===== src/rtl/core/mtep_pkg.sv =====
package mtep_pkg;

  // Kinds of reported events.
  typedef enum logic [2:0] {
    EvNoteOn      = 3'd0,
    EvNoteOff     = 3'd1,
    EvTempo       = 3'd2,
    EvEndOfTrack  = 3'd3,
    EvNoStatus    = 3'd4,
    EvBadStatus   = 3'd5
  } event_kind_e;

  localparam int unsigned ByteW   = 8;
  localparam int unsigned ChanW   = 4;
  localparam int unsigned NoteW   = 7;
  localparam int unsigned TempoW  = 24;
  localparam int unsigned BpmW    = 26;
  localparam int unsigned TimeW   = 32;
  localparam int unsigned DeltaW  = 28;

  // Status high nibbles.
  localparam logic [3:0] StNoteOff  = 4'h8;
  localparam logic [3:0] StNoteOn   = 4'h9;
  localparam logic [3:0] StControl  = 4'hB;
  localparam logic [3:0] StProgram  = 4'hC;
  localparam logic [3:0] StBend     = 4'hE;
  localparam logic [3:0] StSystem   = 4'hF;

  localparam logic [ByteW-1:0] SysexEnd     = 8'hF7;
  localparam logic [ByteW-1:0] MetaEndTrack = 8'h2F;
  localparam logic [ByteW-1:0] MetaTempo    = 8'h51;

  localparam logic [BpmW-1:0]   UsPerMinute  = 26'd60000000;
  localparam logic [TempoW-1:0] TempoDefault = 24'd500000;

endpackage


===== src/rtl/core/mtep_byte_if.sv =====
interface mtep_byte_if;
  logic                        valid;
  logic                        ready;
  logic [mtep_pkg::ByteW-1:0]  track_byte;
  logic                        track_start;

  modport source (output valid, output track_byte, output track_start, input ready);
  modport sink   (input valid, input track_byte, input track_start, output ready);
endinterface


===== src/rtl/core/mtep_event_if.sv =====
interface mtep_event_if;
  logic                          valid;
  logic                          ready;
  mtep_pkg::event_kind_e         event_kind;
  logic [mtep_pkg::ChanW-1:0]    channel;
  logic [mtep_pkg::NoteW-1:0]    note_number;
  logic [mtep_pkg::NoteW-1:0]    velocity;
  logic [mtep_pkg::TempoW-1:0]   tempo_us;
  logic [mtep_pkg::BpmW-1:0]     beats_per_minute;
  logic [mtep_pkg::TimeW-1:0]    event_time;

  modport source (output valid, output event_kind, output channel, output note_number,
                  output velocity, output tempo_us, output beats_per_minute,
                  output event_time, input ready);
  modport sink   (input valid, input event_kind, input channel, input note_number,
                  input velocity, input tempo_us, input beats_per_minute,
                  input event_time, output ready);
endinterface


===== src/rtl/core/midi_track_event_parser.sv =====
// Channel  | Direction | Transaction
// track_i  | in        | one byte of track chunk data, with a new-track flag
// event_o  | out       | one decoded event (note, tempo, end of track, error)
//
// Each byte is decoded as it is taken. A tempo event with a changed, nonzero
// tempo then runs the restoring divider (one quotient bit a cycle), during
// which no byte is taken. A byte is taken when the divider is idle and
// the output register is empty or being emptied in the same cycle.
// Reset is asynchronous and clears all parser state; the tempo returns to 500000.
module midi_track_event_parser (
  input  logic                 clk_i,
  input  logic                 rst_ni,
  mtep_byte_if.sink            track_i,
  mtep_event_if.source         event_o
);

  localparam logic [3:0] PhDelta   = 4'd0;
  localparam logic [3:0] PhStatus  = 4'd1;
  localparam logic [3:0] PhNoteKey = 4'd2;
  localparam logic [3:0] PhNoteVel = 4'd3;
  localparam logic [3:0] PhSkip    = 4'd4;
  localparam logic [3:0] PhSysex   = 4'd5;
  localparam logic [3:0] PhMetaTyp = 4'd6;
  localparam logic [3:0] PhMetaLen = 4'd7;
  localparam logic [3:0] PhTempo   = 4'd8;
  localparam logic [3:0] PhError   = 4'd9;
  localparam logic [3:0] PhDone    = 4'd10;

  localparam int unsigned ByteW  = mtep_pkg::ByteW;
  localparam int unsigned TempoW = mtep_pkg::TempoW;
  localparam int unsigned BpmW   = mtep_pkg::BpmW;
  localparam int unsigned TimeW  = mtep_pkg::TimeW;
  localparam int unsigned DeltaW = mtep_pkg::DeltaW;
  localparam int unsigned NoteW  = mtep_pkg::NoteW;
  localparam int unsigned ChanW  = mtep_pkg::ChanW;
  localparam int unsigned CntW   = $clog2(BpmW);

  // Parser state.
  logic [3:0]        phase_q, phase_d;
  logic [ByteW-1:0]  status_q, status_d;
  logic [TimeW-1:0]  abs_time_q, abs_time_d;
  logic [DeltaW-1:0] delta_q, delta_d;
  logic [NoteW-1:0]  first_q, first_d;
  logic [ByteW-1:0]  meta_type_q, meta_type_d;
  logic [ByteW-1:0]  skip_q, skip_d;
  logic [TempoW-1:0] tempo_build_q, tempo_build_d;
  logic [TempoW-1:0] cur_tempo_q, cur_tempo_d;

  // Output register.
  logic                  out_valid_q, out_valid_d;
  mtep_pkg::event_kind_e out_kind_q;
  logic [ChanW-1:0]      out_chan_q;
  logic [NoteW-1:0]      out_note_q;
  logic [NoteW-1:0]      out_vel_q;
  logic [TempoW-1:0]     out_tempo_q;
  logic [BpmW-1:0]       out_bpm_q;
  logic [TimeW-1:0]      out_time_q;

  // Divider.
  logic              div_busy_q;
  logic [CntW-1:0]   div_cnt_q;
  logic [TempoW-1:0] div_rem_q;
  logic [BpmW-1:0]   div_quo_q;
  logic [TempoW:0]   div_trial;
  logic [TempoW+1:0] div_diff;
  logic              div_ge;
  logic [TempoW-1:0] div_rem_next;
  logic [BpmW-1:0]   div_quo_next;
  logic              div_last;

  // Per-byte decode results.
  logic                  in_fire;
  logic                  emit;
  logic                  div_start;
  mtep_pkg::event_kind_e emit_kind;
  logic [ChanW-1:0]      emit_chan;
  logic [NoteW-1:0]      emit_note;
  logic [NoteW-1:0]      emit_vel;
  logic [TempoW-1:0]     emit_tempo;
  logic                  run_event;
  logic                  is_data;
  logic [ByteW-1:0]      b;
  logic [TimeW:0]        time_sum;
  logic [TempoW-1:0]     tempo_next;

  assign in_fire       = track_i.valid && track_i.ready;
  assign track_i.ready = !div_busy_q && (!out_valid_q || event_o.ready);
  assign b             = track_i.track_byte;

  always_comb begin
    phase_d       = phase_q;
    status_d      = status_q;
    abs_time_d    = abs_time_q;
    delta_d       = delta_q;
    first_d       = first_q;
    meta_type_d   = meta_type_q;
    skip_d        = skip_q;
    tempo_build_d = tempo_build_q;
    cur_tempo_d   = cur_tempo_q;
    emit          = 1'b0;
    div_start     = 1'b0;
    emit_kind     = mtep_pkg::EvNoteOn;
    emit_chan     = '0;
    emit_note     = '0;
    emit_vel      = '0;
    emit_tempo    = '0;
    run_event     = 1'b0;
    is_data       = !b[ByteW-1];
    time_sum      = '0;
    tempo_next    = '0;

    if (in_fire) begin
      if (track_i.track_start) begin
        phase_d       = PhDelta;
        status_d      = '0;
        abs_time_d    = '0;
        delta_d       = '0;
        first_d       = '0;
        meta_type_d   = '0;
        skip_d        = '0;
        tempo_build_d = '0;
      end

      if (phase_d == PhDone || phase_d == PhError) begin
        run_event = 1'b0;
      end else if (phase_d == PhDelta) begin
        delta_d = {delta_d[DeltaW-8:0], b[6:0]};
        if (is_data) begin
          // Saturating add of the finished delta time.
          time_sum = {1'b0, abs_time_d} + {{(TimeW+1-DeltaW){1'b0}}, delta_d};
          abs_time_d = time_sum[TimeW] ? {TimeW{1'b1}} : time_sum[TimeW-1:0];
          delta_d = '0;
          phase_d = PhStatus;
        end
      end else begin
        run_event = 1'b1;
        if (phase_d == PhStatus) begin
          // A data byte under running status is also the first byte of the event.
          run_event = is_data;
          if (is_data && !status_d[ByteW-1]) begin
            phase_d   = PhError;
            emit      = 1'b1;
            emit_kind = mtep_pkg::EvNoStatus;
          end else begin
            if (!is_data) begin
              status_d = b;
            end
            unique case (status_d[7:4])
              mtep_pkg::StNoteOff, mtep_pkg::StNoteOn: begin
                phase_d = PhNoteKey;
              end
              mtep_pkg::StControl, mtep_pkg::StBend: begin
                skip_d  = 8'd2;
                phase_d = PhSkip;
              end
              mtep_pkg::StProgram: begin
                skip_d  = 8'd1;
                phase_d = PhSkip;
              end
              mtep_pkg::StSystem: begin
                phase_d = (status_d[3:0] == 4'h0) ? PhSysex : PhMetaTyp;
              end
              default: begin
                phase_d   = PhError;
                emit      = 1'b1;
                emit_kind = mtep_pkg::EvBadStatus;
                run_event = 1'b0;
              end
            endcase
          end
        end

        if (run_event) begin
          unique case (phase_d)
            PhNoteKey: begin
              first_d = b[NoteW-1:0];
              phase_d = PhNoteVel;
            end
            PhNoteVel: begin
              phase_d   = PhDelta;
              emit      = 1'b1;
              emit_chan = status_d[3:0];
              emit_note = first_d;
              if (status_d[7:4] == mtep_pkg::StNoteOn && b[NoteW-1:0] != '0) begin
                emit_kind = mtep_pkg::EvNoteOn;
                emit_vel  = b[NoteW-1:0];
              end else begin
                emit_kind = mtep_pkg::EvNoteOff;
              end
            end
            PhSkip: begin
              if (skip_d != '0) begin
                skip_d = skip_d - 8'd1;
              end
              if (skip_d == '0) begin
                phase_d = PhDelta;
              end
            end
            PhSysex: begin
              if (b == mtep_pkg::SysexEnd) begin
                phase_d = PhDelta;
              end
            end
            PhMetaTyp: begin
              meta_type_d = b;
              phase_d     = PhMetaLen;
            end
            PhMetaLen: begin
              if (meta_type_d == mtep_pkg::MetaEndTrack) begin
                phase_d   = PhDone;
                emit      = 1'b1;
                emit_kind = mtep_pkg::EvEndOfTrack;
              end else if (meta_type_d == mtep_pkg::MetaTempo) begin
                // Exactly three tempo bytes follow, whatever the length says.
                tempo_build_d = '0;
                skip_d        = 8'd3;
                phase_d       = PhTempo;
              end else begin
                skip_d  = b;
                phase_d = (b == '0) ? PhDelta : PhSkip;
              end
            end
            PhTempo: begin
              tempo_next    = {tempo_build_d[TempoW-9:0], b};
              tempo_build_d = tempo_next;
              if (skip_d != '0) begin
                skip_d = skip_d - 8'd1;
              end
              if (skip_d == '0) begin
                phase_d = PhDelta;
                if (tempo_next != cur_tempo_d) begin
                  cur_tempo_d = tempo_next;
                  emit_kind   = mtep_pkg::EvTempo;
                  emit_tempo  = tempo_next;
                  // A zero tempo reports zero without a division.
                  if (tempo_next == '0) begin
                    emit = 1'b1;
                  end else begin
                    div_start = 1'b1;
                  end
                end
              end
            end
            default: begin
              phase_d = PhError;
            end
          endcase
        end
      end
    end
  end

  // One restoring division step per cycle: 60000000 / current tempo.
  assign div_trial    = {div_rem_q, div_quo_q[BpmW-1]};
  assign div_diff     = {1'b0, div_trial} - {2'b00, cur_tempo_q};
  assign div_ge       = !div_diff[TempoW+1];
  assign div_rem_next = div_ge ? div_diff[TempoW-1:0] : div_trial[TempoW-1:0];
  assign div_quo_next = {div_quo_q[BpmW-2:0], div_ge};
  assign div_last     = div_busy_q && (div_cnt_q == '0);

  always_comb begin
    out_valid_d = out_valid_q;
    if (event_o.ready) begin
      out_valid_d = 1'b0;
    end
    if (emit || div_last) begin
      out_valid_d = 1'b1;
    end
  end

  always_ff @(posedge clk_i or negedge rst_ni) begin
    if (!rst_ni) begin
      phase_q       <= PhDelta;
      status_q      <= '0;
      abs_time_q    <= '0;
      delta_q       <= '0;
      first_q       <= '0;
      meta_type_q   <= '0;
      skip_q        <= '0;
      tempo_build_q <= '0;
      cur_tempo_q   <= mtep_pkg::TempoDefault;
      out_valid_q   <= 1'b0;
      div_busy_q    <= 1'b0;
      div_cnt_q     <= '0;
    end else begin
      phase_q       <= phase_d;
      status_q      <= status_d;
      abs_time_q    <= abs_time_d;
      delta_q       <= delta_d;
      first_q       <= first_d;
      meta_type_q   <= meta_type_d;
      skip_q        <= skip_d;
      tempo_build_q <= tempo_build_d;
      cur_tempo_q   <= cur_tempo_d;
      out_valid_q   <= out_valid_d;
      if (div_start) begin
        div_busy_q <= 1'b1;
        div_cnt_q  <= CntW'(BpmW - 1);
      end else if (div_last) begin
        div_busy_q <= 1'b0;
      end else if (div_busy_q) begin
        div_cnt_q <= div_cnt_q - CntW'(1);
      end
    end
  end

  always_ff @(posedge clk_i) begin
    if (div_start) begin
      div_rem_q <= '0;
      div_quo_q <= mtep_pkg::UsPerMinute;
    end else if (div_busy_q) begin
      div_rem_q <= div_rem_next;
      div_quo_q <= div_quo_next;
    end
    // The output register is free whenever a byte is taken, so a tempo
    // transaction loads its fields at the start and its quotient at the end.
    if (emit || div_start) begin
      out_kind_q  <= emit_kind;
      out_chan_q  <= emit_chan;
      out_note_q  <= emit_note;
      out_vel_q   <= emit_vel;
      out_tempo_q <= emit_tempo;
      out_bpm_q   <= '0;
      out_time_q  <= abs_time_d;
    end else if (div_last) begin
      out_bpm_q <= div_quo_next;
    end
  end

  assign event_o.valid            = out_valid_q;
  assign event_o.event_kind       = out_kind_q;
  assign event_o.channel          = out_chan_q;
  assign event_o.note_number      = out_note_q;
  assign event_o.velocity         = out_vel_q;
  assign event_o.tempo_us         = out_tempo_q;
  assign event_o.beats_per_minute = out_bpm_q;
  assign event_o.event_time       = out_time_q;

endmodule

===== src/flat_wrapper.sv =====
// flat-port wrapper written by rule: the top's interface ports become plain ports
module midi_track_event_parser_flat 
  (clk_i, rst_ni, track_i_valid, track_i_track_byte, track_i_track_start, track_i_ready, event_o_valid, event_o_event_kind, event_o_channel, event_o_note_number, event_o_velocity, event_o_tempo_us, event_o_beats_per_minute, event_o_event_time, event_o_ready);
  mtep_byte_if track_i_i ();
  mtep_event_if event_o_i ();
  input  logic clk_i;
  input  logic rst_ni;
  input wire logic [$bits(track_i_i.valid)-1:0] track_i_valid;
  input wire logic [$bits(track_i_i.track_byte)-1:0] track_i_track_byte;
  input wire logic [$bits(track_i_i.track_start)-1:0] track_i_track_start;
  output wire logic [$bits(track_i_i.ready)-1:0] track_i_ready;
  output wire logic [$bits(event_o_i.valid)-1:0] event_o_valid;
  output wire logic [$bits(event_o_i.event_kind)-1:0] event_o_event_kind;
  output wire logic [$bits(event_o_i.channel)-1:0] event_o_channel;
  output wire logic [$bits(event_o_i.note_number)-1:0] event_o_note_number;
  output wire logic [$bits(event_o_i.velocity)-1:0] event_o_velocity;
  output wire logic [$bits(event_o_i.tempo_us)-1:0] event_o_tempo_us;
  output wire logic [$bits(event_o_i.beats_per_minute)-1:0] event_o_beats_per_minute;
  output wire logic [$bits(event_o_i.event_time)-1:0] event_o_event_time;
  input wire logic [$bits(event_o_i.ready)-1:0] event_o_ready;
  assign track_i_i.valid = track_i_valid;
  assign track_i_i.track_byte = track_i_track_byte;
  assign track_i_i.track_start = track_i_track_start;
  assign track_i_ready = track_i_i.ready;
  assign event_o_valid = event_o_i.valid;
  assign event_o_event_kind = event_o_i.event_kind;
  assign event_o_channel = event_o_i.channel;
  assign event_o_note_number = event_o_i.note_number;
  assign event_o_velocity = event_o_i.velocity;
  assign event_o_tempo_us = event_o_i.tempo_us;
  assign event_o_beats_per_minute = event_o_i.beats_per_minute;
  assign event_o_event_time = event_o_i.event_time;
  assign event_o_i.ready = event_o_ready;
  midi_track_event_parser u_core (.clk_i(clk_i), .rst_ni(rst_ni), .track_i(track_i_i), .event_o(event_o_i));
endmodule

===== config.mk =====
export PLATFORM = sky130hd
export DESIGN_NAME = midi_track_event_parser_flat
export DESIGN_NICKNAME = d
export VERILOG_FILES = /design/src/rtl/core/mtep_pkg.sv /design/src/rtl/core/mtep_byte_if.sv /design/src/rtl/core/mtep_event_if.sv /design/src/rtl/core/midi_track_event_parser.sv /design/src/flat_wrapper.sv
export SDC_FILE = /design/constraint.sdc
export NUM_CORES = 1
export LEC_CHECK = 0
export BUFFER_PORTS_ARGS = -buffer_cell sky130_fd_sc_hd__buf_4
export CAP_MARGIN = 15
export CORE_MARGIN = 2
export CORE_UTILIZATION = 42
export CTS_CLUSTER_SIZE = 25
export DETAILED_ROUTE_END_ITERATION = 16
export HOLD_SLACK_MARGIN = 0.02
export PLACE_DENSITY = 0.62
export SLEW_MARGIN = 20
export SYNTH_ARGS = -nofsm -noshare
export SYNTH_HDL_FRONTEND = slang
export SYNTH_SLANG_ARGS = --single-unit

===== constraint.sdc =====
create_clock -name clk_i -period 6.9 [get_ports clk_i]
set_input_delay 1.035 -clock clk_i [delete_from_list [all_inputs] [get_ports clk_i]]
set_output_delay 1.035 -clock clk_i [all_outputs]
set_load 0.1 [all_outputs]

==> flow_metrics.env, run 1 <==
export IMPL_outcome="finished, final reports clean"
export IMPL_die_width_um=198
export IMPL_dp_final_hpwl_um=28300
export IMPL_dieArea_um2=39200
export IMPL_num_antenna_cells=0
export IMPL_place_port_buffers=117
export IMPL_fin_worst_skew_ns=0.0206
export IMPL_drive_gt1_frac=0.152
export IMPL_syn_area_per_cell_um2=9.81
export IMPL_ys_seq_area_frac=0.457
export IMPL_via_per_inst=5.67
export IMPL_start_kind="input pin"
export IMPL_cts_hold_buf=0
export IMPL_synth_cell_types=99
export IMPL_grt_ovfl_total=0
export IMPL_track_usage=0.213
export IMPL_drtPass1Iterations=5
export IMPL_async_reset_ff_frac=0.469
export IMPL_core_area_um2=37300
export IMPL_cp_required_ns=7.07
export IMPL_clockBufferDepth=3
export IMPL_hold_viol_final=0
export IMPL_p_per_area_nw_per_um2=396
export IMPL_grt_pass1_vias=12418
export IMPL_grt_pass1_wl_um=67000
export IMPL_htree_levels=2
export IMPL_path_clk_slew_ns=0.06
export IMPL_path_class="in2reg"
export IMPL_post_cts_buffers=0
export IMPL_fin_nets=1770
export IMPL_final_common_cell="nor2_1"
export IMPL_min_period_ns=5.37
export IMPL_drt_first_iter_violations=811
export IMPL_cts_sinks=288
export IMPL_dieHeight_um=198
export IMPL_synth_main_ff_cell="dfrtp_1"
export IMPL_cts_repair_resized=0
export IMPL_area_growth_pct=15.3
export IMPL_cts_tree="yes"
export IMPL_synth_edff_count=77
export IMPL_wl_um=41200
export IMPL_insertion_delay_ns=0.55
export IMPL_period_share=0.778
export IMPL_leakage_nw=7.67
export IMPL_tightestPinTransition_ns=1.09
export IMPL_slew_limit_headroom=0.273
export IMPL_wl_per_cell_um=18.7
export IMPL_pre_cts_slack_ns=1.03
export IMPL_peakVddDrop_v=0.000204
export IMPL_cap_violations=0
export IMPL_drc_errors=0
export IMPL_cts_buffers=35
export IMPL_min_path_type="reg2reg"
export IMPL_worstPathMaxFanout=60
export IMPL_grt_antenna_before_repair=0
export IMPL_grt_max_degree=77
export IMPL_end_kind="register"
export IMPL_postRouteAntennaNets=0
export IMPL_setup_violations=0
export IMPL_place_congestion=0.859
export IMPL_num_io_pins=118
export IMPL_yosysWarnings=0
export IMPL_synthesis_nets=1680
export IMPL_via_count=12486
export IMPL_critPathArrivalTime_ns=5.54
export IMPL_ys_ff_latch=288
export IMPL_start_util=0.423
export IMPL_tns_ns=0
export IMPL_slew_violations=0
export IMPL_root_buffer="clkbuf_16"
export IMPL_synth_cells=1610
export IMPL_mostFrequentLayoutCells="137 x nor2_1, 136 x buf_4, 129 x nand2_1, 127 x dfrtp_1, 110 x o21ai_0"
export IMPL_rsz0062_at_grt="false"
export IMPL_rows=71
export IMPL_timing_fmax_ghz=0.186
export IMPL_synthesis_area_um2=15800
export IMPL_setup_ws_ns=1.53
## report_power, final
group          internal, mW  leakage, nW  switching (mW)
Clock                  1.06        0.550           0.767
Sequential             2.14         3.08           0.374
Combinational         0.972         4.04            1.89
Total                  4.18         7.67            3.03
## sequential cells by signal, indices dropped and copies added (netlist names), 3 cells and up
register / cells
u_core.delta_q: 21
u_core.event_o.event_kind: 3
u_core.status_q: 8
u_core.first_q: 7
u_core.abs_time_q: 32
u_core.phase_q: 4
u_core.event_o.note_number: 7
u_core.meta_type_q: 8
u_core.div_quo_q: 26
u_core.div_cnt_q: 5
u_core.tempo_build_q: 16
u_core.event_o.velocity: 7
u_core.cur_tempo_q: 24
u_core.event_o.event_time: 32
u_core.div_rem_q: 24
u_core.event_o.channel: 4
u_core.skip_q: 8
u_core.event_o.tempo_us: 24
u_core.event_o.beats_per_minute: 26
## stage by stage
step / power (mW) / area, µm² / utilization / cells / hold WS [ns]
global route: 7.66 / 18200 / 0.488 / 2201 / 0.493
detailed placement: 5.40 / 17100 / 0.457 / 2137 / 0.470
CTS: 7.25 / 18200 / 0.488 / 2201 / 0.480
global placement: 5.36 / 17100 / 0.457 / 2137 / 0.460
floorplan: 4.72 / 15800 / - / 1610 / 0.447
finish: 7.21 / 18200 / 0.488 / 2201 / 0.476
## final timing paths
check	from	endpoint	slack, ns	cells past startpoint
max	track_i_track_start	u_core.event_o.event_time[19]$_DFFE_PP_	1.53	15
min	u_core.cur_tempo_q[10]$_DFFE_PN0P_	u_core.cur_tempo_q[10]$_DFFE_PN0P_	0.48	1
max reg2reg	u_core.phase_q[1]$_DFFE_PN0P_	u_core.event_o.event_time[19]$_DFFE_PP_	1.80	14
min reg2reg	u_core.cur_tempo_q[10]$_DFFE_PN0P_	u_core.cur_tempo_q[10]$_DFFE_PN0P_	0.48	1
max in group asynchronous	rst_ni	u_core.delta_q[1]$_DFFE_PN0P_	5.11	2
min in group asynchronous	rst_ni	u_core.abs_time_q[9]$_DFF_PN0_	0.53	1
## metal layers
layer,global-route usage,up-vias,wire length (µm)
met2,0.356,257,19700
met5,0,-,0
met3,0.0339,77,1840
met4,0.0688,0,1020
li1,-,6090,-
met1,0.282,6062,18600
## cell type report
| class | count | area [µm²] |
|---|---|---|
| multi-input combinational | 1189 | 8040 |
| clock buffer | 41 | 898 |
| inverter | 49 | 184 |
| sequential | 288 | 7220 |
| fill | 3470 | 19100 |
| timing repair buffer | 137 | 1030 |
| tap | 474 | 593 |
| clock inverter | 23 | 238 |
## cells in the mapped netlist (all sizes together), types with 29 or more instances
master | number | area, µm²
nand2 | 130 | 490
mux2i | 63 | 631
o21ai | 118 | 591
inv | 49 | 184
a21oi | 83 | 430
and2 | 36 | 225
dfxtp | 76 | 1520
edfxtp | 77 | 2310
nor2 | 138 | 526
xnor2 | 41 | 359
ha | 55 | 688
nor3 | 30 | 180
a31oi | 30 | 188
dfrtp | 128 | 3200
nor2b | 62 | 390
a22o | 29 | 254
clkbuf | 62 | 233
## critical path, stage by stage
cell,delay (ns)
buf_4,0.46
and4bb_1,0.30
o221ai_4,0.22
a21boi_0,0.26
o32a_1,0.24
ha_1,0.40
nand2b_1,0.16
a2111oi_0,0.43
o21a_1,0.18
a32o_1,0.14
a21o_1,0.17
o21ai_1,0.17
or3_4,0.54
o21ai_4,0.17
buf_4,0.53
## logic make-up after synthesis
family / synth area share
and+or+nand+nor: 0.177
buffers and inverters: 0.0359
DFF: 0.457
xor gates and xnor gates: 0.0327
adders and majority gates: 0.0461
AOI/OAI and AO/OA: 0.194
muxes: 0.0568
Power figures use the tool's default switching activity.
==> run 2: changes to the inputs <==
ABC_AREA = 1   (was default)
PLACE_DENSITY = 0.6   (was 0.62)
clock period = 5.2 ns   (was 6.9 ns; I/O delays follow)
==> run 2 against run 1 <==
Combinational power grew 87%. Routed wire length grew 17%. Die area grew 3.3%. Via count grew 16%. Critical endpoint is now u_core.event_o.event_time[30]$_DFFE_PP_. Largest cell class unchanged.
==> flow_metrics.env, run 2 <==
export IMPL_outcome="finished, final reports clean"
export IMPL_ys_top_cells_by_area="dfrtp_1 20%, edfxtp_1 14%, nand2_1 10%"
export IMPL_clockBufferDepth=3
export IMPL_rsz0062_at_grt="false"
export IMPL_grt_pass1_vias=14043
export IMPL_synth_top_cell_area_share=0.196
export IMPL_slew_violations=0
export IMPL_cts_sinks=288
export IMPL_mostFrequentLayoutCells="432 x nand2_1, 282 x nor2_1, 234 x inv_1, 199 x o21ai_0, 142 x buf_4"
export IMPL_synth_top_area_cell="dfrtp_1"
export IMPL_ys_seq_area_frac=0.442
export IMPL_root_buffer="clkbuf_16"
export IMPL_synthesis_nets=2166
export IMPL_slew_limit_headroom=0.352
export IMPL_yosysWarnings=0
export IMPL_clkPwrFrac=0.222
export IMPL_final_cell_area_um2=18900
export IMPL_final_common_cell="nand2_1"
export IMPL_cts_tree="yes"
export IMPL_critPathArrivalTime_ns=4.38
export IMPL_hold_viol_final=0
export IMPL_synthesis_area_um2=16300
export IMPL_cts_repair_resized=0
export IMPL_crit_chain="buf_4, inv_6, nand2_1, nand2_1, nand2_1, nor2_2, nand2_1, nand2_2, nand2_2, a21oi_1, ha_1, nand2_4, nor2_4, nand2_4, nand3_1, nand2_1, nor2_2, nand2_4, nor2_8, nand4_1, nand2_4, buf_4"
export IMPL_leakage_nw=8.61
export IMPL_p_per_area_nw_per_um2=594
export IMPL_dp_final_hpwl_um=34900
export IMPL_cp_required_ns=5.40
export IMPL_synth_cell_types=61
export IMPL_fin_util=0.491
export IMPL_dieHeight_um=201
export IMPL_worstPathMaxFanout=37
export IMPL_drtPass1Iterations=5
export IMPL_htree_levels=2
export IMPL_grt_pass1_wl_um=76500
export IMPL_slowest_delay_ns=0.37
export IMPL_via_count=14488
export IMPL_cts_hold_buf=0
export IMPL_grt_antenna_before_repair=0
export IMPL_crit_top_cell="nand2_1"
export IMPL_pre_cts_slack_ns=0.465
export IMPL_drt_first_iter_violations=936
export IMPL_start_kind="input pin"
export IMPL_rows=72
export IMPL_fin_nets=2266
export IMPL_finalPower_mw=11.2
export IMPL_fillers=3864
export IMPL_cts_buffers=34
export IMPL_drc_errors=0
export IMPL_num_io_pins=118
export IMPL_wl_um=48400
export IMPL_post_cts_buffers=0
export IMPL_area_growth_pct=15.7
export IMPL_path_class="in2reg"
export IMPL_start_util=0.424
export IMPL_crit_slowest_cell="buf_4"
export IMPL_grt_max_degree=67
export IMPL_switching_share=0.457
export IMPL_place_port_buffers=117
export IMPL_synth_cells=2096
export IMPL_synth_common_cells="434 x nand2_1, 283 x nor2_1, 234 x inv_1"
export IMPL_setup_violations=0
export IMPL_track_usage=0.238
export IMPL_grt_ovfl_total=0
export IMPL_via_per_inst=5.29
export IMPL_min_path_type="in2async"
export IMPL_dieArea_um2=40500
export IMPL_synth_main_ff_cell="dfrtp_1"
export IMPL_p_int_mw=6.10
export IMPL_place_area_um2=17700
export IMPL_tns_ns=0
export IMPL_p_seq_frac=0.301
export IMPL_p_switching_mw=5.13
export IMPL_yosysMostFrequentCell="nand2_1"
export IMPL_combPwrFrac=0.477
export IMPL_fin_worst_skew_ns=0.0247
export IMPL_async_reset_ff_frac=0.469
export IMPL_num_antenna_cells=0
export IMPL_synth_edff_count=77
export IMPL_setup_ws_ns=1.01
export IMPL_insertion_delay_ns=0.55
export IMPL_wl_per_cell_um=17.7
export IMPL_timing_fmax_ghz=0.239
export IMPL_ys_ff_latch=288
export IMPL_period_share=0.805
export IMPL_die_width_um=201
export IMPL_cap_violations=0
export IMPL_peakVddDrop_v=0.000378
export IMPL_core_area_um2=38500
export IMPL_syn_area_per_cell_um2=7.79
export IMPL_postRouteAntennaNets=0
export IMPL_place_congestion=0.949
export IMPL_min_period_ns=4.19
export IMPL_path_clk_slew_ns=0.06
export IMPL_end_kind="register"
export IMPL_drive_gt1_frac=0.130
export IMPL_tightestPinTransition_ns=0.970
==> run 2: power groups by stage <==
| stage | registers [mW] | logic (mW) | clock network, mW |
|---|---|---|---|
| floorplan | 4.30 | 3.17 | 0 |
| global placement | 3.41 | 5.29 | 0 |
| detailed placement | 3.42 | 5.32 | 0 |
| CTS | 3.38 | 5.35 | 2.55 |
| global route | 3.45 | 5.93 | 2.64 |
| finish | 3.38 | 5.35 | 2.50 |
==> run 2: cells by family after synthesis <==
group | share of synthesized area
compound gates | 0.180
simple gates | 0.217
buf+inv | 0.0819
fa+ha+maj | 0.0446
xor+xnor | 0.0317
mux | 0.00245
flops | 0.442
==> run 2: stage by stage <==
step / hold slack [ns] / cells
floorplan: 0.441 / 2096
global placement: 0.453 / 2678
detailed placement: 0.453 / 2678
CTS: 0.142 / 2740
global route: 0.166 / 2740
finish: 0.157 / 2740
==> run 2: layout make-up <==
cell class              instances  area, µm²  area share
clock buffers                  45        985      0.0521
clock inverters                17        188     0.00994
inverters                     250        945      0.0500
multi-input cells            1477       7780       0.412
flip-flops and latches        288       7220       0.382
well taps                     518        648      0.0343
repair buffers                145       1120      0.0592
==> run 2: worst paths after layout <==
path | start | endpoint | slack, ns | cells after the start
min in group clk_i | u_core.div_quo_q[0]$_SDFFE_PP0P_ | u_core.div_quo_q[0]$_SDFFE_PP0P_ | 0.46 | 2
max | track_i_track_start | u_core.event_o.event_time[30]$_DFFE_PP_ | 1.01 | 22
min | rst_ni | u_core.cur_tempo_q[21]$_DFFE_PN0P_ | 0.16 | 1
min reg2reg | u_core.div_quo_q[0]$_SDFFE_PP0P_ | u_core.div_quo_q[0]$_SDFFE_PP0P_ | 0.46 | 2
max in group asynchronous | rst_ni | u_core.skip_q[3]$_DFFE_PN0P_ | 3.84 | 2
max reg2reg | u_core.phase_q[2]$_DFFE_PN0P_ | u_core.event_o.event_time[30]$_DFFE_PP_ | 1.39 | 19
==> run 2: worst max-delay path: cells and delay by family <==
kind            cells  cell delay (ns)
compound gates      1             0.28
simple gates       17             2.07
fa+ha+maj           1             0.27
buf+inv             3             0.90
==> run 2: metal layers <==
metal / part of all wire / up-vias / GRT usage
met2: 0.48 / 394 / 0.400
met5: 0 / - / 0
met4: 0.044 / 0 / 0.107
li1: - / 7168 / -
met3: 0.047 / 95 / 0.0376
met1: 0.43 / 6831 / 0.304
==> run 3: changes to the inputs <==
PLACE_DENSITY = 0.62   (was 0.6)
clock period = 3.5 ns   (was 5.2 ns; I/O delays follow)
==> run 3 against run 2 <==
Sequential share of layout area shrank 1.3 points. Non-clock buffer count grew 63. Cell area grew 3.5%. First-iteration DRC count shrank 4.0%. Sequential power grew 49%. Critical path depth shrank 1. Combinational power grew 57%. Clock power grew 40%. Via count grew 1.2%. Setup slack lost 0.81 ns. Largest cell class unchanged. Largest power group unchanged. Highest routed layer unchanged.
==> flow_metrics.env, run 3 (synthesis results as in run 2) <==
export IMPL_whs_path_depth=4
export IMPL_dieHeight_um=201
export IMPL_worstPathMaxFanout=24
export IMPL_place_port_buffers=117
export IMPL_slew_violations=0
export IMPL_switching_share=0.460
export IMPL_clockBufferDepth=3
export IMPL_tightestPinTransition_ns=0.733
export IMPL_period_share=0.942
export IMPL_wl_um=46300
export IMPL_p_int_mw=9.15
export IMPL_timing_fmax_ghz=0.303
export IMPL_grt_ovfl_total=0
export IMPL_place_congestion=0.924
export IMPL_dp_final_hpwl_um=33400
export IMPL_area_growth_pct=19.8
export IMPL_min_period_ns=3.30
export IMPL_die_width_um=201
export IMPL_start_util=0.424
export IMPL_slew_limit_headroom=0.511
export IMPL_r2r_start="u_core.phase_q[2]$_DFFE_PN0P_"
export IMPL_track_usage=0.230
export IMPL_peakVddDrop_v=0.000696
export IMPL_fin_nets=2330
export IMPL_path_class="reg2reg"
export IMPL_cap_violations=0
export IMPL_cts_tree="yes"
export IMPL_rr_endpoint="u_core.event_o.event_time[21]$_DFFE_PP_"
export IMPL_holdWs_ns=0.305
export IMPL_via_per_inst=5.23
export IMPL_drive_gt1_frac=0.160
export IMPL_min_path_type="in2reg"
export IMPL_crit_slowest_cell="dfrtp_1"
export IMPL_drc_errors=0
export IMPL_critical_path_top_delay_family="simple AND/OR/NAND/NOR gates"
export IMPL_p_switching_mw=7.79
export IMPL_drt_first_iter_violations=899
export IMPL_num_antenna_cells=0
export IMPL_tns_ns=0
export IMPL_grt_pass1_wl_um=75100
export IMPL_grt_pass1_vias=14170
export IMPL_combPwrFrac=0.495
export IMPL_outcome="finished, final reports clean"
export IMPL_setup_ws_ns=0.203
export IMPL_fin_util=0.508
export IMPL_core_area_um2=38500
export IMPL_pre_cts_slack_ns=-0.164
export IMPL_crit_chain="inv_1, nor2_1, nor2_2, nand2_2, nor2_2, nand3_2, nand3_1, nand2_2, inv_2, ha_4, nand2_4, nor2_4, nand2_4, nand3_1, nand2_1, nor2_2, nand2_4, nor2_8, nand4_1, nand2_8, buf_12"
export IMPL_num_io_pins=118
export IMPL_slowest_delay_ns=0.40
export IMPL_fin_worst_skew_ns=0.0169
export IMPL_htree_levels=2
export IMPL_root_buffer="clkbuf_16"
export IMPL_insertion_delay_ns=0.56
export IMPL_finalPower_mw=16.9
export IMPL_clkPwrFrac=0.207
export IMPL_path_clk_slew_ns=0.06
export IMPL_final_common_cell="nand2_1"
export IMPL_wl_per_cell_um=16.5
export IMPL_p_per_area_nw_per_um2=866
export IMPL_hold_viol_final=0
export IMPL_cts_buffers=35
export IMPL_timing_critical_path_from="u_core.phase_q[2]$_DFFE_PN0P_"
export IMPL_start_kind="register"
export IMPL_worstHoldStart="event_o_ready"
export IMPL_grt_max_degree=75
export IMPL_path_buf_inv=3
export IMPL_end_kind="register"
export IMPL_drtPass1Iterations=6
export IMPL_worstHoldEndpoint="u_core.event_o.valid$_DFFE_PN0P_"
export IMPL_postRouteAntennaNets=0
export IMPL_worst_r2r_cell_count=21
export IMPL_p_seq_frac=0.298
export IMPL_leakage_nw=8.87
export IMPL_rsz0062_at_grt="false"
export IMPL_rows=72
export IMPL_critPathArrivalTime_ns=3.54
export IMPL_via_count=14657
export IMPL_rrSetupSlack_ns=0.20
export IMPL_setup_violations=0
export IMPL_post_cts_buffers=0
export IMPL_grt_antenna_before_repair=0
export IMPL_mostFrequentLayoutCells="430 x nand2_1, 279 x nor2_1, 231 x inv_1, 194 x o21ai_0, 193 x buf_4"
export IMPL_cp_required_ns=3.75
export IMPL_cts_sinks=288
export IMPL_dieArea_um2=40500
run 3: cell types whose count changed in the layout (fill, tap and decap cells not counted), moves of 3 or more:
| cell | previous run | this run |
|---|---|---|
| buf_4 | 142 | 193 |
| buf_12 | 2 | 13 |
| clkbuf_1 | 4 | 11 |
| a21oi_1 | 140 | 134 |
| o21ai_0 | 199 | 194 |
| a21oi_2 | 4 | 8 |
| o21ai_1 | 16 | 20 |
| bufinv_16 | 3 | 0 |
| inv_1 | 234 | 231 |
| inv_2 | 12 | 15 |
| nor2_1 | 282 | 279 |
run 3: final cells by class:
type | instances | area, µm²
Clock buffer | 53 | 1020
Clock inverter | 11 | 91.3
Fill cell | 3705 | 18900
Inverter | 250 | 945
Multi-Input combinational cell | 1477 | 7890
Sequential cell | 288 | 7220
Tap cell | 518 | 648
Timing Repair Buffer | 208 | 1730
run 3: routing by layer:
metal,GRT usage,wire length (µm)
met5,0,0
met4,0.0680,1030
met3,0.0277,2100
met2,0.389,22000
met1,0.309,21100
run 3: worst max-delay path by stage:
stage | to | depth (start not counted)
2_1_floorplan | u_core.event_o.event_time[25]$_DFFE_PP_ | 25
3_3_place_gp | u_core.event_o.event_time[17]$_DFFE_PP_ | 22
3_5_place_dp | u_core.event_o.event_time[15]$_DFFE_PP_ | 22
4_1_cts | u_core.event_o.event_time[21]$_DFFE_PP_ | 21
5_1_grt | u_core.event_o.tempo_us[20]$_SDFFCE_PP0P_ | 21
6_report | u_core.event_o.event_time[21]$_DFFE_PP_ | 21
run 3: through the flow:
stage	instances	area, µm²
detailed placement	2740	18400
global route	2805	19600
finish	2805	19600
floorplan	2096	16500
global placement	2740	18400
CTS	2805	19500
run 3: power by group through the flow:
stage                     clock network (mW)  logic (mW)  registers, mW
final                                   3.50        8.38           5.05
after global routing                    3.74        9.27           5.16
after CTS                               3.59        8.36           5.05
after detailed placement                   0        8.32           5.10
after global placement                     0        8.23           5.08
after floorplan                            0        4.78           6.62
run 3: tightest hold or removal path: cells and delay by family:
| family | cells | cell delay [ns] |
|---|---|---|
| and+or+nand+nor | 2 | 0.14 |
| buffers and inverters | 2 | 0.14 |
run 3: timing repair:
action / 4_1_cts / 5_1_grt
gates resized for setup: 0 / 2
endpoints found under the setup margin: 0 / 78
hold buffers: 1 / 0
hold endpoints to repair: 10 / 0
